==> src/rtl/bresenham_line_pixel_stepper_assert.svh <==
// assertion helpers shared by the stepper modules
`ifndef BRESENHAM_LINE_PIXEL_STEPPER_ASSERT_SVH
`define BRESENHAM_LINE_PIXEL_STEPPER_ASSERT_SVH

// same-cycle implication, clocked on i_clk, off during reset
`define BLPS_ASSERT_IMP(label, ante, cons, msg) \
    label: assert property (@(posedge i_clk) disable iff (!i_rst_n) (ante) |-> (cons)) \
        else $error(msg);

// next-cycle implication, clocked on i_clk, off during reset
`define BLPS_ASSERT_NXT(label, ante, cons, msg) \
    label: assert property (@(posedge i_clk) disable iff (!i_rst_n) (ante) |=> (cons)) \
        else $error(msg);

`endif

==> src/rtl/blps_pkg.sv <==
package blps_pkg;

    // coordinate width default
    localparam int COORD_BITS_DEF = 16;

    // fixed field widths
    localparam int COLOUR_BITS = 32;
    localparam int OFFSET_BITS = 32;
    localparam int SCR_BITS    = 14;
    localparam int PITCH_BITS  = 16;
    localparam int BPP_BITS    = 7;
    localparam int BYTE_SHIFT  = 3;

    // configuration port
    localparam int CFG_IDX_BITS  = 2;
    localparam int CFG_DATA_BITS = 16;

    localparam logic [CFG_IDX_BITS-1:0] CFG_SCREEN_WIDTH  = 2'd0;
    localparam logic [CFG_IDX_BITS-1:0] CFG_SCREEN_HEIGHT = 2'd1;
    localparam logic [CFG_IDX_BITS-1:0] CFG_ROW_PITCH     = 2'd2;
    localparam logic [CFG_IDX_BITS-1:0] CFG_BITS_PER_PIX  = 2'd3;

    localparam logic [SCR_BITS-1:0]   RST_SCREEN_WIDTH  = 14'd640;
    localparam logic [SCR_BITS-1:0]   RST_SCREEN_HEIGHT = 14'd480;
    localparam logic [PITCH_BITS-1:0] RST_ROW_PITCH     = 16'd2560;
    localparam logic [BPP_BITS-1:0]   RST_BITS_PER_PIX  = 7'd32;

    // command codes
    localparam logic FUNC_START = 1'b0;
    localparam logic FUNC_STEP  = 1'b1;

    typedef struct packed {
        logic [SCR_BITS-1:0]   screen_width;
        logic [SCR_BITS-1:0]   screen_height;
        logic [PITCH_BITS-1:0] row_pitch_bytes;
        logic [BPP_BITS-1:0]   bits_per_pixel;
    } t_cfg;

    typedef struct packed {
        logic in_bounds;
        logic last_pixel;
    } t_pix_flags;

endpackage

==> src/rtl/blps_cmd_if.sv <==
interface blps_cmd_if #(
    parameter int COORD_BITS = blps_pkg::COORD_BITS_DEF
);
    logic                               valid;
    logic                               ready;
    logic                               func;
    logic signed [COORD_BITS-1:0]       start_x;
    logic signed [COORD_BITS-1:0]       start_y;
    logic signed [COORD_BITS-1:0]       end_x;
    logic signed [COORD_BITS-1:0]       end_y;
    logic [blps_pkg::COLOUR_BITS-1:0]   colour;

    modport source (output valid, func, start_x, start_y, end_x, end_y, colour,
                    input ready);
    modport sink (input valid, func, start_x, start_y, end_x, end_y, colour,
                  output ready);
endinterface

==> src/rtl/blps_pix_if.sv <==
interface blps_pix_if #(
    parameter int COORD_BITS = blps_pkg::COORD_BITS_DEF
);
    logic                               valid;
    logic                               ready;
    logic signed [COORD_BITS-1:0]       pixel_x;
    logic signed [COORD_BITS-1:0]       pixel_y;
    logic [blps_pkg::COLOUR_BITS-1:0]   pixel_value;
    logic [blps_pkg::OFFSET_BITS-1:0]   byte_offset;
    logic                               in_bounds;
    logic                               last_pixel;

    modport source (output valid, pixel_x, pixel_y, pixel_value, byte_offset,
                    in_bounds, last_pixel, input ready);
    modport sink (input valid, pixel_x, pixel_y, pixel_value, byte_offset,
                  in_bounds, last_pixel, output ready);
endinterface

==> src/rtl/blps_walk.sv <==
`include "bresenham_line_pixel_stepper_assert.svh"

module blps_walk #(
    parameter int COORD_BITS = blps_pkg::COORD_BITS_DEF
) (
    input  logic                               i_clk,
    input  logic                               i_rst_n,
    input  blps_pkg::t_cfg                     i_cfg,
    blps_cmd_if.sink                           i_cmd,
    output logic                               o_s1_valid,
    input  logic                               i_s1_ready,
    output logic signed [COORD_BITS-1:0]       o_s1_x,
    output logic signed [COORD_BITS-1:0]       o_s1_y,
    output logic [blps_pkg::COLOUR_BITS-1:0]   o_s1_colour,
    output blps_pkg::t_pix_flags               o_s1_flags
);
    localparam int W   = COORD_BITS;
    localparam int SW  = W + 1;
    localparam int NW  = W + 2;
    localparam int EW  = W + 3;
    localparam int E2W = EW + 1;
    localparam int CW  = (W > blps_pkg::SCR_BITS) ? W : blps_pkg::SCR_BITS;

    // input register
    logic                             r_s0_valid;
    logic                             r_s0_func;
    logic signed [W-1:0]              r_s0_sx, r_s0_sy, r_s0_ex, r_s0_ey;
    logic [blps_pkg::COLOUR_BITS-1:0] r_s0_colour;

    // line state
    logic signed [W-1:0]              r_cx, r_cy, r_tx, r_ty;
    logic [SW-1:0]                    r_span;
    logic signed [NW-1:0]             r_nsy;
    logic                             r_xneg, r_yneg;
    logic signed [EW-1:0]             r_err;
    logic [blps_pkg::COLOUR_BITS-1:0] r_colour;
    logic                             r_busy;

    logic signed [W-1:0]              n_cx, n_cy, n_tx, n_ty;
    logic [SW-1:0]                    n_span;
    logic signed [NW-1:0]             n_nsy;
    logic                             n_xneg, n_yneg;
    logic signed [EW-1:0]             n_err;
    logic [blps_pkg::COLOUR_BITS-1:0] n_colour;
    logic                             n_busy;

    // result register
    logic                             r_s1_valid;
    logic signed [W-1:0]              r_s1_x, r_s1_y;
    logic [blps_pkg::COLOUR_BITS-1:0] r_s1_colour;
    blps_pkg::t_pix_flags             r_s1_flags;

    logic                             s0_fire;
    logic                             emit;
    logic                             n_last;
    logic                             n_inside;

    logic signed [SW-1:0]             dx, dy;
    logic [SW-1:0]                    abs_dx, abs_dy;
    logic signed [NW-1:0]             st_nsy;
    logic signed [EW-1:0]             st_err;
    logic signed [E2W-1:0]            e2;
    logic                             mv_x, mv_y, guard;
    logic signed [EW-1:0]             add_x, add_y;

    // handshake
    assign s0_fire     = r_s0_valid && (!r_s1_valid || i_s1_ready);
    assign i_cmd.ready = !r_s0_valid || s0_fire;

    // start setup
    assign dx     = SW'(r_s0_ex) - SW'(r_s0_sx);
    assign dy     = SW'(r_s0_ey) - SW'(r_s0_sy);
    assign abs_dx = dx[SW-1] ? -dx : dx;
    assign abs_dy = dy[SW-1] ? -dy : dy;
    assign st_nsy = -$signed({1'b0, abs_dy});
    assign st_err = EW'($signed({1'b0, abs_dx})) + EW'(st_nsy);

    // error walk decision
    assign e2    = $signed({r_err, 1'b0});
    assign mv_x  = e2 >= E2W'(r_nsy);
    assign mv_y  = e2 <= $signed(E2W'({1'b0, r_span}));
    assign guard = (mv_x && (r_cx == r_tx)) || (mv_y && (r_cy == r_ty));
    assign add_x = mv_x ? EW'(r_nsy) : '0;
    assign add_y = mv_y ? EW'($signed({1'b0, r_span})) : '0;

    // next state and emit
    always_comb begin
        n_cx     = r_cx;
        n_cy     = r_cy;
        n_tx     = r_tx;
        n_ty     = r_ty;
        n_span   = r_span;
        n_nsy    = r_nsy;
        n_xneg   = r_xneg;
        n_yneg   = r_yneg;
        n_err    = r_err;
        n_colour = r_colour;
        n_busy   = r_busy;
        emit     = 1'b0;
        if (s0_fire) begin
            if (r_s0_func == blps_pkg::FUNC_START) begin
                n_cx     = r_s0_sx;
                n_cy     = r_s0_sy;
                n_tx     = r_s0_ex;
                n_ty     = r_s0_ey;
                n_span   = abs_dx;
                n_nsy    = st_nsy;
                n_xneg   = !(r_s0_sx < r_s0_ex);
                n_yneg   = !(r_s0_sy < r_s0_ey);
                n_err    = st_err;
                n_colour = r_s0_colour;
                n_busy   = 1'b1;
                emit     = 1'b1;
            end else if (r_busy) begin
                if (guard) begin
                    n_busy = 1'b0;
                end else begin
                    n_err = r_err + add_x + add_y;
                    if (mv_x) begin
                        n_cx = r_xneg ? r_cx - W'(1) : r_cx + W'(1);
                    end
                    if (mv_y) begin
                        n_cy = r_yneg ? r_cy - W'(1) : r_cy + W'(1);
                    end
                    emit = 1'b1;
                end
            end
        end
        n_last   = (n_cx == n_tx) && (n_cy == n_ty);
        n_inside = !n_cx[W-1] && !n_cy[W-1] &&
                   (CW'(unsigned'(n_cx)) < CW'(i_cfg.screen_width)) &&
                   (CW'(unsigned'(n_cy)) < CW'(i_cfg.screen_height));
        if (emit && n_last) begin
            n_busy = 1'b0;
        end
    end

    // input register
    always_ff @(posedge i_clk) begin
        if (!i_rst_n) begin
            r_s0_valid <= 1'b0;
        end else if (i_cmd.valid && i_cmd.ready) begin
            r_s0_valid <= 1'b1;
        end else if (s0_fire) begin
            r_s0_valid <= 1'b0;
        end
    end

    always_ff @(posedge i_clk) begin
        if (i_cmd.valid && i_cmd.ready) begin
            r_s0_func   <= i_cmd.func;
            r_s0_sx     <= i_cmd.start_x;
            r_s0_sy     <= i_cmd.start_y;
            r_s0_ex     <= i_cmd.end_x;
            r_s0_ey     <= i_cmd.end_y;
            r_s0_colour <= i_cmd.colour;
        end
    end

    // line state
    always_ff @(posedge i_clk) begin
        if (!i_rst_n) begin
            r_cx     <= '0;
            r_cy     <= '0;
            r_tx     <= '0;
            r_ty     <= '0;
            r_span   <= '0;
            r_nsy    <= '0;
            r_xneg   <= 1'b0;
            r_yneg   <= 1'b0;
            r_err    <= '0;
            r_colour <= '0;
            r_busy   <= 1'b0;
        end else begin
            r_cx     <= n_cx;
            r_cy     <= n_cy;
            r_tx     <= n_tx;
            r_ty     <= n_ty;
            r_span   <= n_span;
            r_nsy    <= n_nsy;
            r_xneg   <= n_xneg;
            r_yneg   <= n_yneg;
            r_err    <= n_err;
            r_colour <= n_colour;
            r_busy   <= n_busy;
        end
    end

    // result register
    always_ff @(posedge i_clk) begin
        if (!i_rst_n) begin
            r_s1_valid <= 1'b0;
        end else if (s0_fire) begin
            r_s1_valid <= emit;
        end else if (i_s1_ready) begin
            r_s1_valid <= 1'b0;
        end
    end

    always_ff @(posedge i_clk) begin
        if (s0_fire) begin
            r_s1_x                <= n_cx;
            r_s1_y                <= n_cy;
            r_s1_colour           <= n_colour;
            r_s1_flags.in_bounds  <= n_inside;
            r_s1_flags.last_pixel <= n_last;
        end
    end

    assign o_s1_valid  = r_s1_valid;
    assign o_s1_x      = r_s1_x;
    assign o_s1_y      = r_s1_y;
    assign o_s1_colour = r_s1_colour;
    assign o_s1_flags  = r_s1_flags;

    // checks
    `BLPS_ASSERT_NXT(a_idle_after_last, s0_fire && emit && n_last, !r_busy, "busy after last pixel")
    `BLPS_ASSERT_NXT(a_start_emits, s0_fire && (r_s0_func == blps_pkg::FUNC_START), r_s1_valid, "start gave no pixel")
    `BLPS_ASSERT_NXT(a_idle_step_quiet, s0_fire && (r_s0_func == blps_pkg::FUNC_STEP) && !r_busy, !r_s1_valid && !r_busy, "step while idle gave a pixel")

endmodule

==> src/rtl/blps_addr.sv <==
`include "bresenham_line_pixel_stepper_assert.svh"

module blps_addr #(
    parameter int COORD_BITS = blps_pkg::COORD_BITS_DEF
) (
    input  logic                               i_clk,
    input  logic                               i_rst_n,
    input  blps_pkg::t_cfg                     i_cfg,
    input  logic                               i_s1_valid,
    output logic                               o_s1_ready,
    input  logic signed [COORD_BITS-1:0]       i_s1_x,
    input  logic signed [COORD_BITS-1:0]       i_s1_y,
    input  logic [blps_pkg::COLOUR_BITS-1:0]   i_s1_colour,
    input  blps_pkg::t_pix_flags               i_s1_flags,
    blps_pix_if.source                         o_pix
);
    localparam int W   = COORD_BITS;
    localparam int SCR = blps_pkg::SCR_BITS;
    localparam int BPB = blps_pkg::BPP_BITS - blps_pkg::BYTE_SHIFT;
    localparam int PYW = SCR + blps_pkg::PITCH_BITS;
    localparam int PXW = SCR + BPB;
    localparam int OW  = blps_pkg::OFFSET_BITS;

    // product stage
    logic                             r_a_valid;
    logic signed [W-1:0]              r_a_x, r_a_y;
    logic [blps_pkg::COLOUR_BITS-1:0] r_a_colour;
    blps_pkg::t_pix_flags             r_a_flags;
    logic [PYW-1:0]                   r_a_prod_y;
    logic [PXW-1:0]                   r_a_prod_x;

    // output register
    logic                             r_o_valid;
    logic signed [W-1:0]              r_o_x, r_o_y;
    logic [blps_pkg::COLOUR_BITS-1:0] r_o_colour;
    blps_pkg::t_pix_flags             r_o_flags;
    logic [OW-1:0]                    r_o_offset;

    logic                             o_free, a_move, a_take;
    logic [SCR-1:0]                   x_lo, y_lo;
    logic [BPB-1:0]                   bytes_pp;
    logic [OW-1:0]                    n_offset;

    logic                             clip_out, a_stall, o_stall;

    // handshake
    assign o_free     = !r_o_valid || o_pix.ready;
    assign a_move     = r_a_valid && o_free;
    assign a_take     = !r_a_valid || a_move;
    assign o_s1_ready = a_take;

    // row and column products, only meaningful for in-bounds pixels
    assign x_lo     = SCR'(unsigned'(i_s1_x));
    assign y_lo     = SCR'(unsigned'(i_s1_y));
    assign bytes_pp = i_cfg.bits_per_pixel[blps_pkg::BPP_BITS-1:blps_pkg::BYTE_SHIFT];

    always_ff @(posedge i_clk) begin
        if (!i_rst_n) begin
            r_a_valid <= 1'b0;
        end else if (a_take) begin
            r_a_valid <= i_s1_valid;
        end
    end

    always_ff @(posedge i_clk) begin
        if (a_take && i_s1_valid) begin
            r_a_x      <= i_s1_x;
            r_a_y      <= i_s1_y;
            r_a_colour <= i_s1_colour;
            r_a_flags  <= i_s1_flags;
            r_a_prod_y <= PYW'(y_lo) * PYW'(i_cfg.row_pitch_bytes);
            r_a_prod_x <= PXW'(x_lo) * PXW'(bytes_pp);
        end
    end

    // offset sum, zero when clipped
    assign n_offset = r_a_flags.in_bounds ? OW'(r_a_prod_y) + OW'(r_a_prod_x) : '0;

    always_ff @(posedge i_clk) begin
        if (!i_rst_n) begin
            r_o_valid <= 1'b0;
        end else if (o_free) begin
            r_o_valid <= r_a_valid;
        end
    end

    always_ff @(posedge i_clk) begin
        if (a_move) begin
            r_o_x      <= r_a_x;
            r_o_y      <= r_a_y;
            r_o_colour <= r_a_colour;
            r_o_flags  <= r_a_flags;
            r_o_offset <= n_offset;
        end
    end

    assign o_pix.valid       = r_o_valid;
    assign o_pix.pixel_x     = r_o_x;
    assign o_pix.pixel_y     = r_o_y;
    assign o_pix.pixel_value = r_o_colour;
    assign o_pix.byte_offset = r_o_offset;
    assign o_pix.in_bounds   = r_o_flags.in_bounds;
    assign o_pix.last_pixel  = r_o_flags.last_pixel;

    // checks
    assign clip_out = r_o_valid && !r_o_flags.in_bounds;
    assign a_stall  = r_a_valid && !o_free;
    assign o_stall  = r_o_valid && !o_pix.ready;

    `BLPS_ASSERT_IMP(a_clip_no_offset, clip_out, r_o_offset == '0, "clipped pixel has an offset")
    `BLPS_ASSERT_NXT(a_stage_kept, a_stall, r_a_valid && $stable(r_a_prod_y), "product stage lost")
    `BLPS_ASSERT_NXT(a_out_kept, o_stall, r_o_valid && $stable(r_o_offset), "output item changed")

endmodule

==> src/rtl/bresenham_line_pixel_stepper.sv <==
// Bresenham line stepper for all octants. A start item (func 0) latches both
// endpoints and the colour and yields the first pixel; each step item (func 1)
// yields the next pixel, with last_pixel set on the end point, after which the
// block is idle and further steps yield nothing. A start always abandons any
// line in progress. Pixels outside screen_width by screen_height come out with
// in_bounds low and byte_offset zero; in-bounds pixels carry
// y * row_pitch_bytes + x * (bits_per_pixel / 8). Unless stalled, the block
// takes one item per clock and gives one pixel per clock; the error walk
// computes each next state combinationally, so items may follow back
// to back. An accepted item passes the input and walk registers, and its pixel
// the product and output registers; ready on either side stalls only as far
// as the stages are full. Configuration registers are written through
// i_cfg_we / i_cfg_idx / i_cfg_data and should only change while no line
// pixels are still in flight.
module bresenham_line_pixel_stepper #(
    parameter int COORD_BITS = blps_pkg::COORD_BITS_DEF
) (
    input  logic                                 i_clk,
    input  logic                                 i_rst_n,
    input  logic                                 i_cfg_we,
    input  logic [blps_pkg::CFG_IDX_BITS-1:0]    i_cfg_idx,
    input  logic [blps_pkg::CFG_DATA_BITS-1:0]   i_cfg_data,
    blps_cmd_if.sink                             i_cmd,
    blps_pix_if.source                           o_pix
);
    blps_pkg::t_cfg                   r_cfg;

    logic                             s1_valid;
    logic                             s1_ready;
    logic signed [COORD_BITS-1:0]     s1_x, s1_y;
    logic [blps_pkg::COLOUR_BITS-1:0] s1_colour;
    blps_pkg::t_pix_flags             s1_flags;

    // configuration registers
    always_ff @(posedge i_clk) begin
        if (!i_rst_n) begin
            r_cfg.screen_width    <= blps_pkg::RST_SCREEN_WIDTH;
            r_cfg.screen_height   <= blps_pkg::RST_SCREEN_HEIGHT;
            r_cfg.row_pitch_bytes <= blps_pkg::RST_ROW_PITCH;
            r_cfg.bits_per_pixel  <= blps_pkg::RST_BITS_PER_PIX;
        end else if (i_cfg_we) begin
            case (i_cfg_idx)
                blps_pkg::CFG_SCREEN_WIDTH: begin
                    r_cfg.screen_width <= i_cfg_data[blps_pkg::SCR_BITS-1:0];
                end
                blps_pkg::CFG_SCREEN_HEIGHT: begin
                    r_cfg.screen_height <= i_cfg_data[blps_pkg::SCR_BITS-1:0];
                end
                blps_pkg::CFG_ROW_PITCH: begin
                    r_cfg.row_pitch_bytes <= i_cfg_data[blps_pkg::PITCH_BITS-1:0];
                end
                blps_pkg::CFG_BITS_PER_PIX: begin
                    r_cfg.bits_per_pixel <= i_cfg_data[blps_pkg::BPP_BITS-1:0];
                end
                default: begin
                    r_cfg <= r_cfg;
                end
            endcase
        end
    end

    // error walk and clipping
    blps_walk #(
        .COORD_BITS (COORD_BITS)
    ) u_walk (
        .i_clk       (i_clk),
        .i_rst_n     (i_rst_n),
        .i_cfg       (r_cfg),
        .i_cmd       (i_cmd),
        .o_s1_valid  (s1_valid),
        .i_s1_ready  (s1_ready),
        .o_s1_x      (s1_x),
        .o_s1_y      (s1_y),
        .o_s1_colour (s1_colour),
        .o_s1_flags  (s1_flags)
    );

    // byte offset and output register
    blps_addr #(
        .COORD_BITS (COORD_BITS)
    ) u_addr (
        .i_clk       (i_clk),
        .i_rst_n     (i_rst_n),
        .i_cfg       (r_cfg),
        .i_s1_valid  (s1_valid),
        .o_s1_ready  (s1_ready),
        .i_s1_x      (s1_x),
        .i_s1_y      (s1_y),
        .i_s1_colour (s1_colour),
        .i_s1_flags  (s1_flags),
        .o_pix       (o_pix)
    );

endmodule

==> src/flat_wrapper.sv <==
// flat-port wrapper written by rule: the top's interface ports become plain ports
module bresenham_line_pixel_stepper_flat 
#(
    parameter int COORD_BITS = blps_pkg::COORD_BITS_DEF
)
  (i_clk, i_rst_n, i_cfg_we, i_cfg_idx, i_cfg_data, i_cmd_valid, i_cmd_func, i_cmd_start_x, i_cmd_start_y, i_cmd_end_x, i_cmd_end_y, i_cmd_colour, i_cmd_ready, o_pix_valid, o_pix_pixel_x, o_pix_pixel_y, o_pix_pixel_value, o_pix_byte_offset, o_pix_in_bounds, o_pix_last_pixel, o_pix_ready);
  blps_cmd_if #(.COORD_BITS(COORD_BITS)) i_cmd_i ();
  blps_pix_if #(.COORD_BITS(COORD_BITS)) o_pix_i ();
  input  logic i_clk;
  input  logic i_rst_n;
  input  logic i_cfg_we;
  input  logic [blps_pkg::CFG_IDX_BITS-1:0] i_cfg_idx;
  input  logic [blps_pkg::CFG_DATA_BITS-1:0] i_cfg_data;
  input wire logic [$bits(i_cmd_i.valid)-1:0] i_cmd_valid;
  input wire logic [$bits(i_cmd_i.func)-1:0] i_cmd_func;
  input wire logic [$bits(i_cmd_i.start_x)-1:0] i_cmd_start_x;
  input wire logic [$bits(i_cmd_i.start_y)-1:0] i_cmd_start_y;
  input wire logic [$bits(i_cmd_i.end_x)-1:0] i_cmd_end_x;
  input wire logic [$bits(i_cmd_i.end_y)-1:0] i_cmd_end_y;
  input wire logic [$bits(i_cmd_i.colour)-1:0] i_cmd_colour;
  output wire logic [$bits(i_cmd_i.ready)-1:0] i_cmd_ready;
  output wire logic [$bits(o_pix_i.valid)-1:0] o_pix_valid;
  output wire logic [$bits(o_pix_i.pixel_x)-1:0] o_pix_pixel_x;
  output wire logic [$bits(o_pix_i.pixel_y)-1:0] o_pix_pixel_y;
  output wire logic [$bits(o_pix_i.pixel_value)-1:0] o_pix_pixel_value;
  output wire logic [$bits(o_pix_i.byte_offset)-1:0] o_pix_byte_offset;
  output wire logic [$bits(o_pix_i.in_bounds)-1:0] o_pix_in_bounds;
  output wire logic [$bits(o_pix_i.last_pixel)-1:0] o_pix_last_pixel;
  input wire logic [$bits(o_pix_i.ready)-1:0] o_pix_ready;
  assign i_cmd_i.valid = i_cmd_valid;
  assign i_cmd_i.func = i_cmd_func;
  assign i_cmd_i.start_x = i_cmd_start_x;
  assign i_cmd_i.start_y = i_cmd_start_y;
  assign i_cmd_i.end_x = i_cmd_end_x;
  assign i_cmd_i.end_y = i_cmd_end_y;
  assign i_cmd_i.colour = i_cmd_colour;
  assign i_cmd_ready = i_cmd_i.ready;
  assign o_pix_valid = o_pix_i.valid;
  assign o_pix_pixel_x = o_pix_i.pixel_x;
  assign o_pix_pixel_y = o_pix_i.pixel_y;
  assign o_pix_pixel_value = o_pix_i.pixel_value;
  assign o_pix_byte_offset = o_pix_i.byte_offset;
  assign o_pix_in_bounds = o_pix_i.in_bounds;
  assign o_pix_last_pixel = o_pix_i.last_pixel;
  assign o_pix_i.ready = o_pix_ready;
  bresenham_line_pixel_stepper #(.COORD_BITS(COORD_BITS)) u_core (.i_clk(i_clk), .i_rst_n(i_rst_n), .i_cfg_we(i_cfg_we), .i_cfg_idx(i_cfg_idx), .i_cfg_data(i_cfg_data), .i_cmd(i_cmd_i), .o_pix(o_pix_i));
endmodule
==> config.mk <==
export PLATFORM = sky130hd
export DESIGN_NAME = bresenham_line_pixel_stepper_flat
export DESIGN_NICKNAME = d
export VERILOG_FILES = /design/src/rtl/blps_pkg.sv /design/src/rtl/blps_cmd_if.sv /design/src/rtl/blps_pix_if.sv /design/src/rtl/blps_walk.sv /design/src/rtl/blps_addr.sv /design/src/rtl/bresenham_line_pixel_stepper.sv /design/src/flat_wrapper.sv
export VERILOG_INCLUDE_DIRS = /design/src /design/src/rtl
export SDC_FILE = /design/constraint.sdc
export NUM_CORES = 2
export LEC_CHECK = 0
export ABC_AREA = 1
export BUFFER_PORTS_ARGS = -buffer_cell sky130_fd_sc_hd__buf_2
export CORE_AREA = 2 2 322 324
export DETAILED_ROUTE_END_ITERATION = 16
export DIE_AREA = 0 0 324 326
export PLACE_DENSITY_LB_ADDON = 0.3
export SLEW_MARGIN = 20
export SYNTH_ARGS = -nofsm -noshare
export SYNTH_HDL_FRONTEND = slang
export SYNTH_SLANG_ARGS = --single-unit
==> constraint.sdc <==
create_clock -name i_clk -period 10.8 [get_ports i_clk]
set_input_delay 2.16 -clock i_clk [delete_from_list [all_inputs] [get_ports i_clk]]
set_output_delay 2.16 -clock i_clk [all_outputs]
set_load 0.005 [all_outputs]
* Word-level counts from Yosys, hierarchy flattened
Cells that the tools add are included.
** Cells by class
- Bitwise gates (word level) :: 2
- Muxes and demuxes :: 33
- Add/sub/neg operators :: 13
- Order comparisons :: 6
- Equal/unequal tests :: 9
- Reductions and logical operators :: 34
- $mul :: 2
** Operators by type and width (number)
- 16-bit 2-to-1 mux :: 16
- 19-bit 2-to-1 mux :: 4
- 16-bit equality test :: 4
- 32-bit 2-to-1 mux :: 2
- 17-bit 2-to-1 mux :: 3
- 17-bit negator :: 2
- 16-bit by 16-bit subtractor with 17-bit output :: 2
- 16-bit by 2-bit adder with 16-bit output, second input constant :: 2
- 16-bit by 14-bit less-than comparator with 1-bit output :: 2
- 16-bit less-than comparator :: 2
- 16-bit by 2-bit subtractor with 16-bit output, second input constant :: 2
- 30-bit by 18-bit adder with 31-bit output :: 1
- 14-bit by 16-bit multiplier with 30-bit output :: 1
- 20-bit by 18-bit greater-or-equal comparator with 1-bit output :: 1
- 20-bit by 18-bit less-or-equal comparator with 1-bit output :: 1
- 18-bit by 18-bit adder with 19-bit output :: 1
- 19-bit by 18-bit adder with 19-bit output :: 1
- 19-bit adder :: 1
- 14-bit by 4-bit multiplier with 18-bit output :: 1
- 17-bit negator with 18-bit output :: 1
- 1-bit logical AND :: 11
- 2-bit AND reduction :: 5
- 1-bit zero test :: 8
- 1-bit 2-to-1 mux :: 8
- 10 further kinds :: 17
** Storage, ports and cells
- Flip-flop bits (word level) :: 583
- Output and inout port bits :: 100
- Input bits :: 120
- Word-level logic and storage cells :: 142

* Longest topological paths before layout
- Depth after elaboration :: 11
- Depth in mapped cells :: 39
- Gate-level depth less buffers :: 38

* Hierarchy
A second synthesis with hierarchy kept.
** Unflattened totals
- Cell total of the unflattened synthesis :: 5021
- Area total of the unflattened synthesis :: 40831.7 µm²
** By module, submodules not included
- blps_walk :: sequential area each 7997.7 µm², cells an instance 2698, area an instance 20818.7 µm², instances 1
- blps_addr :: sequential area each 6376.1 µm², cells an instance 2007, area an instance 17914.7 µm², instances 1
- bresenham_line_pixel_stepper :: sequential area each 1021.0 µm², cells an instance 316, area an instance 2098.3 µm², instances 1

* Worst setup path after synthesis
No wires, ideal clock.
- Kind :: in2reg
- From :: input port o_pix_ready
- To :: register u_core.u_walk.r_s0_colour[0] (netlist bit) (enable)
- Required time :: 10.216 ns
- Arrival time :: 7.122 ns
- Setup slack :: 3.093 ns
- Setup time :: 0.584 ns
- Buffers on the path :: 0
- Cell stages on the path :: 6
- Cell sequence :: nor2_1 > inv_1 > nor2_1 > inv_1 > nor2_1 > a21oi_1
** On the way
- Cells in the longest elaborated chain, start to end :: 7
** RTL lines
- start: declaration :: line flat_wrapper.sv:29 : input wire logic [$bits(o_pix_i.ready)-1:0] o_pix_ready;
- 1-bit logical OR :: line blps_addr.sv:47 : assign o_free = !r_o_valid || o_pix.ready;
- 1-bit logical AND :: line blps_addr.sv:48 : assign a_move = r_a_valid && o_free;
- 1-bit logical OR :: line blps_addr.sv:49 : assign a_take = !r_a_valid || a_move;
- 1-bit logical OR :: line blps_walk.sv:67 : assign s0_fire = r_s0_valid && (!r_s1_valid || i_s1_ready);
- 1-bit logical AND :: line blps_walk.sv:67
- 1-bit logical OR :: line blps_walk.sv:68 : assign i_cmd.ready = !r_s0_valid || s0_fire;
- 1-bit logical AND :: line blps_walk.sv:150 : if (i_cmd.valid && i_cmd.ready) begin
- end signal: assignment :: line blps_walk.sv:156 : r_s0_colour <= i_cmd.colour;
- end: declaration :: line blps_walk.sv:28 : logic [blps_pkg::COLOUR_BITS-1:0] r_s0_colour;
No other way between the ends.
A chain may end at the register's enable or synchronous reset.

* Worst setup path in the final report
- From :: register u_core.u_walk.r_s1_y[4] (netlist: u_core.u_walk.o_s1_y[4])
- To :: register u_core.u_addr.r_a_prod_y[26] (data pin)
** On the way
- Cells in the longest elaborated chain, start to end :: 1
** RTL lines
- start: declaration :: line blps_walk.sv:49 : logic signed [W-1:0] r_s1_x, r_s1_y;
- start signal: assignment :: line blps_walk.sv:203 : r_s1_y <= n_cy;
- 14-bit by 16-bit multiplier with 30-bit output :: line blps_addr.sv:71 : r_a_prod_y <= PYW'(y_lo) * PYW'(i_cfg.row_pitch_bytes);
- end signal: assignment :: line blps_addr.sv:71
- end: declaration :: line blps_addr.sv:29 : logic [PYW-1:0] r_a_prod_y;
No other way between the ends.

==> metrics.md <==
| Metric | Value |
|---|---|
| Synthesized area per cell | 8.59 um^2 |
| Cell taking the most area after synthesis | edfxtp_1 |
| Initial antenna violation count | 7 |
| Endpoints failing setup | 0 |
| Critical Path RT | 11.19 ns |
| Clk_skew | 0.0234 ns |
| Share of layout cells above drive strength 1 | 0.0859 |
| Post_cts resized | 0 |
| Vias in the first global route | 28900 |
| Critical path arrival | 6.97 ns |
| Maximum VDD drop | 0.112 mV |
| Pins Over Slew Limit | 0 |
| CP startpoint | u_core.u_walk.o_s1_y[4] |
| CTS tree | yes |
| Final worst slack | 4.22 ns |
| Final hold slack | 0.408 ns |
| Register bit total from synthesis | 579 |
| Final hold viol count | 0 |
| Top post-synthesis cells by area | edfxtp_1 (29%), fa_1 (11%), dfxtp_1 (11%) |
| Nets | 5285 |
| Die H | 326 um |
| MaxCap Viol Count | 0 |
| Clk_lat worst skew | 0.65 ns |
| Hold Crit Start | u_core.u_walk.o_s1_colour[8] |
| Crit path time final | 6.58 ns |
| Most numerous cell on the critical path | inv_1 |
| Setup Buffers After CTS | 0 |
| Row count | 118 |
| Initial DRC Count | 2390 |
| Clock buffer count from CTS | 70 |
| Critical Path Stages | 23 |
| Synth-to-Final Area Change | 12.7% |
| Via Count | 29700 |
| Pre-CTS setup slack | 4.15 ns |
| Clock slew at reported path FFs | 0.06 ns |
| Critical-path maximum fanout | 17 |
| Filler instances | 10100 |
| Starting Density | 0.375 |
| CP cell instances | nand2_1 -> fa_1 -> inv_1 -> fa_1 -> inv_1 -> fa_1 -> inv_1 -> ha_1 -> inv_1 -> fa_1 -> inv_1 -> fa_1 -> ha_1 -> inv_1 -> o21bai_1 -> a21oi_1 -> o21ai_0 -> a21boi_0 -> o21ai_0 -> a21oi_1 -> o21bai_1 -> a21oi_1 -> xor2_1 |
| I/O pins | 220 |
| Leakage power | 0.0210 uW |
| Power Density | 163 nW/um^2 |
| FF-to-FF Start | u_core.u_walk.o_s1_y[4] |
| WS Path Type | reg -> reg |
| Overflow after GRT | 0 |
| Syn. warnings | 0 |
| Max incr delay on CP | 0.74 ns |
| Syn_nets | 5106 |
| Hold buffers post-CTS | 0 |
| Synth async-reset ratio | 0 |
| Largest net degree at the start of global routing | 82 |
| Max-slew headroom | 0.277 |
| Number of synthesized flops with an enable pin | 374 |
| Final Non-Filler Cells | 6098 |
| Inst Count DP | 5965 |
| Commonest non-fill, non-tap cell in the layout | nand2_1 |
| Post-DRT Antenna Nets | 0 |
| GPL Wtd Cong | 0.915 |
| Initial DRT Pass Iterations | 6 |
| Worst path bufs/invs | 6 |
| Synthesized cell area | 38500 um^2 |
| Status | finished clean |
| Commonest non-fill, non-tap cells in the layout | nand2_1 (947), inv_1 (864), edfxtp_1 (374) |
| Die ar. | 106000 um^2 |
| First-pass GRT wire length | 161000 um |
| Area of the core | 103000 um^2 |
| Port Buf Inserts | 218 |
| Sink Count | 579 |
| R2R cell count | 23 |
| Die W | 324 um |
| Residual DRC | 0 |
| Deepest clock path buffer count | 3 |
| Total power draw | 7070 uW |
| Post-synthesis sequential area ratio | 0.399 |
| GRT Overall Usage | 0.196 |
| Worst hold path class | reg -> reg |
| Worst setup EP type | register |
| Yosys top cell area share | 0.292 |
| Slowest-stage cell, CP | edfxtp_1 |
| Final WL | 103000 um |
| RSZ-0062 raised after global routing | no |
| FF-to-FF setup slack | 4.22 ns |
| Vias per inst | 4.87 |
| Root Driver | clkbuf_16 |
| Worst setup SP type | register |
| CP top delay family | adder cells |
| Post-DR wirelength/cell | 16.9 um |
| H-Tree Depth | 3 |
| Reg area | 15300 um^2 |
| Maximum clock frequency | 152 MHz |
| Setup TNS | 0 ns |
| CP Capture Point | u_core.u_addr.r_a_prod_y[26] |
| Cells after synthesis | 4478 |
| Worst-margin pin slew | 1.08 ns |
| Post-DP HPWL | 77900 um |
| Ys flop type | edfxtp_1 |
| Multi-input gate area | 19300 um^2 |
| Reg2reg end | u_core.u_addr.r_a_prod_y[26] |
| Fin crit share | 0.609 |
| Yosys cell types | 60 |
==> metal layers <==
layer	vias up	GRT usage	routed length [um]
li1	14700	-	-
met1	14100	0.272	46700
met2	824	0.319	47500
met3	137	0.0287	6310
met4	4	0.0537	2470
met5	-	0	21
==> synthesized netlist by cell type (13+ instances only) <==
master    number
inv_1        867
nor2_1       347
a21oi_1      315
xor2_1       107
fa_1         213
buf_2         13
a31oi_1       14
nand3_1      169
nand2_1      947
ha_1         295
nand4_1       21
edfxtp_1     374
clkbuf_1     110
o21ai_1       14
xnor2_1       36
nor3_1        33
o21ai_0      215
dfxtp_1      205
o22ai_1       30
==> flip-flops by register name, summed over array words and instances, names as in the netlist, 17 cells and up <==
signal / cells
u_core.r_cfg: 48
u_core.u_addr.o_pix.pixel_value: 32
u_core.u_addr.r_a_colour: 32
u_core.u_walk.o_s1_colour: 32
u_core.u_walk.r_colour: 32
u_core.u_walk.r_s0_colour: 32
u_core.u_addr.o_pix.byte_offset: 31
u_core.u_addr.r_a_prod_y: 30
u_core.u_walk.r_err: 19
u_core.u_addr.r_a_prod_x: 18
u_core.u_walk.r_nsy: 18
u_core.u_walk.r_span: 17
==> cell type report <==
type                       count  share of cell area
antenna                        3            0.000173
clock buffer                  87              0.0440
clock inverter                43              0.0112
inverter                     878              0.0763
multi-input combinational   2892               0.446
sequential                   579               0.354
tap                         1380              0.0398
timing repair buffer         236              0.0283
==> logic make-up (layout without fill, tap and decap cells) <==
family          count (synthesis)  after routing  synth area share
compound gates                668            668            0.0941
xor+xnor                      148            148            0.0347
fa+ha+maj                     508            508             0.207
buf+inv                      1007           1244            0.0992
flops                         579            579             0.399
other cells                     1              4         0.0000975
simple gates                 1567           1567             0.166
==> metrics by stage <==
step / area (um^2) / utilization
after floorplan: 38500 / -
after global placement: 40900 / 0.399
after detailed placement: 40900 / 0.399
after CTS: 43300 / 0.422
after global routing: 43300 / 0.422
final: 43300 / 0.422
==> worst min-delay path by stage <==
stage	end	slack [ns]	cells after the start
floorplan	u_core.u_addr.o_pix.last_pixel	0.40	0
global placement	u_core.u_addr.o_pix.pixel_value[26]	0.40	0
detailed placement	u_core.u_addr.o_pix.pixel_value[20]	0.40	0
CTS	u_core.u_addr.o_pix.pixel_x[13]	0.39	0
global route	u_core.u_addr.o_pix.pixel_x[13]	0.41	0
finish	u_core.u_addr.r_a_colour[8]	0.41	0
==> worst register-to-register path, cell delays in order, from the launching register on <==
cell and delay [ns]:
edfxtp_1 0.74, nand2_1 0.17, fa_1 0.56, inv_1 0.05, fa_1 0.52, inv_1 0.05, fa_1 0.49, inv_1 0.04
ha_1 0.26, inv_1 0.05, fa_1 0.53, inv_1 0.06, fa_1 0.48, ha_1 0.33, inv_1 0.07, o21bai_1 0.16
a21oi_1 0.11, o21ai_0 0.39, a21boi_0 0.23, o21ai_0 0.37, a21oi_1 0.19, o21bai_1 0.23, a21oi_1 0.10, xor2_1 0.14
==> power by group <==
part / total (uW) / internal, uW / switching (uW)
clock network: 2470 / 1460 / 1010
registers: 2620 / 2510 / 109
logic: 1980 / 721 / 1260
total: 7070 / 4690 / 2380
Note: power is estimated with default switching activity, not from simulation.
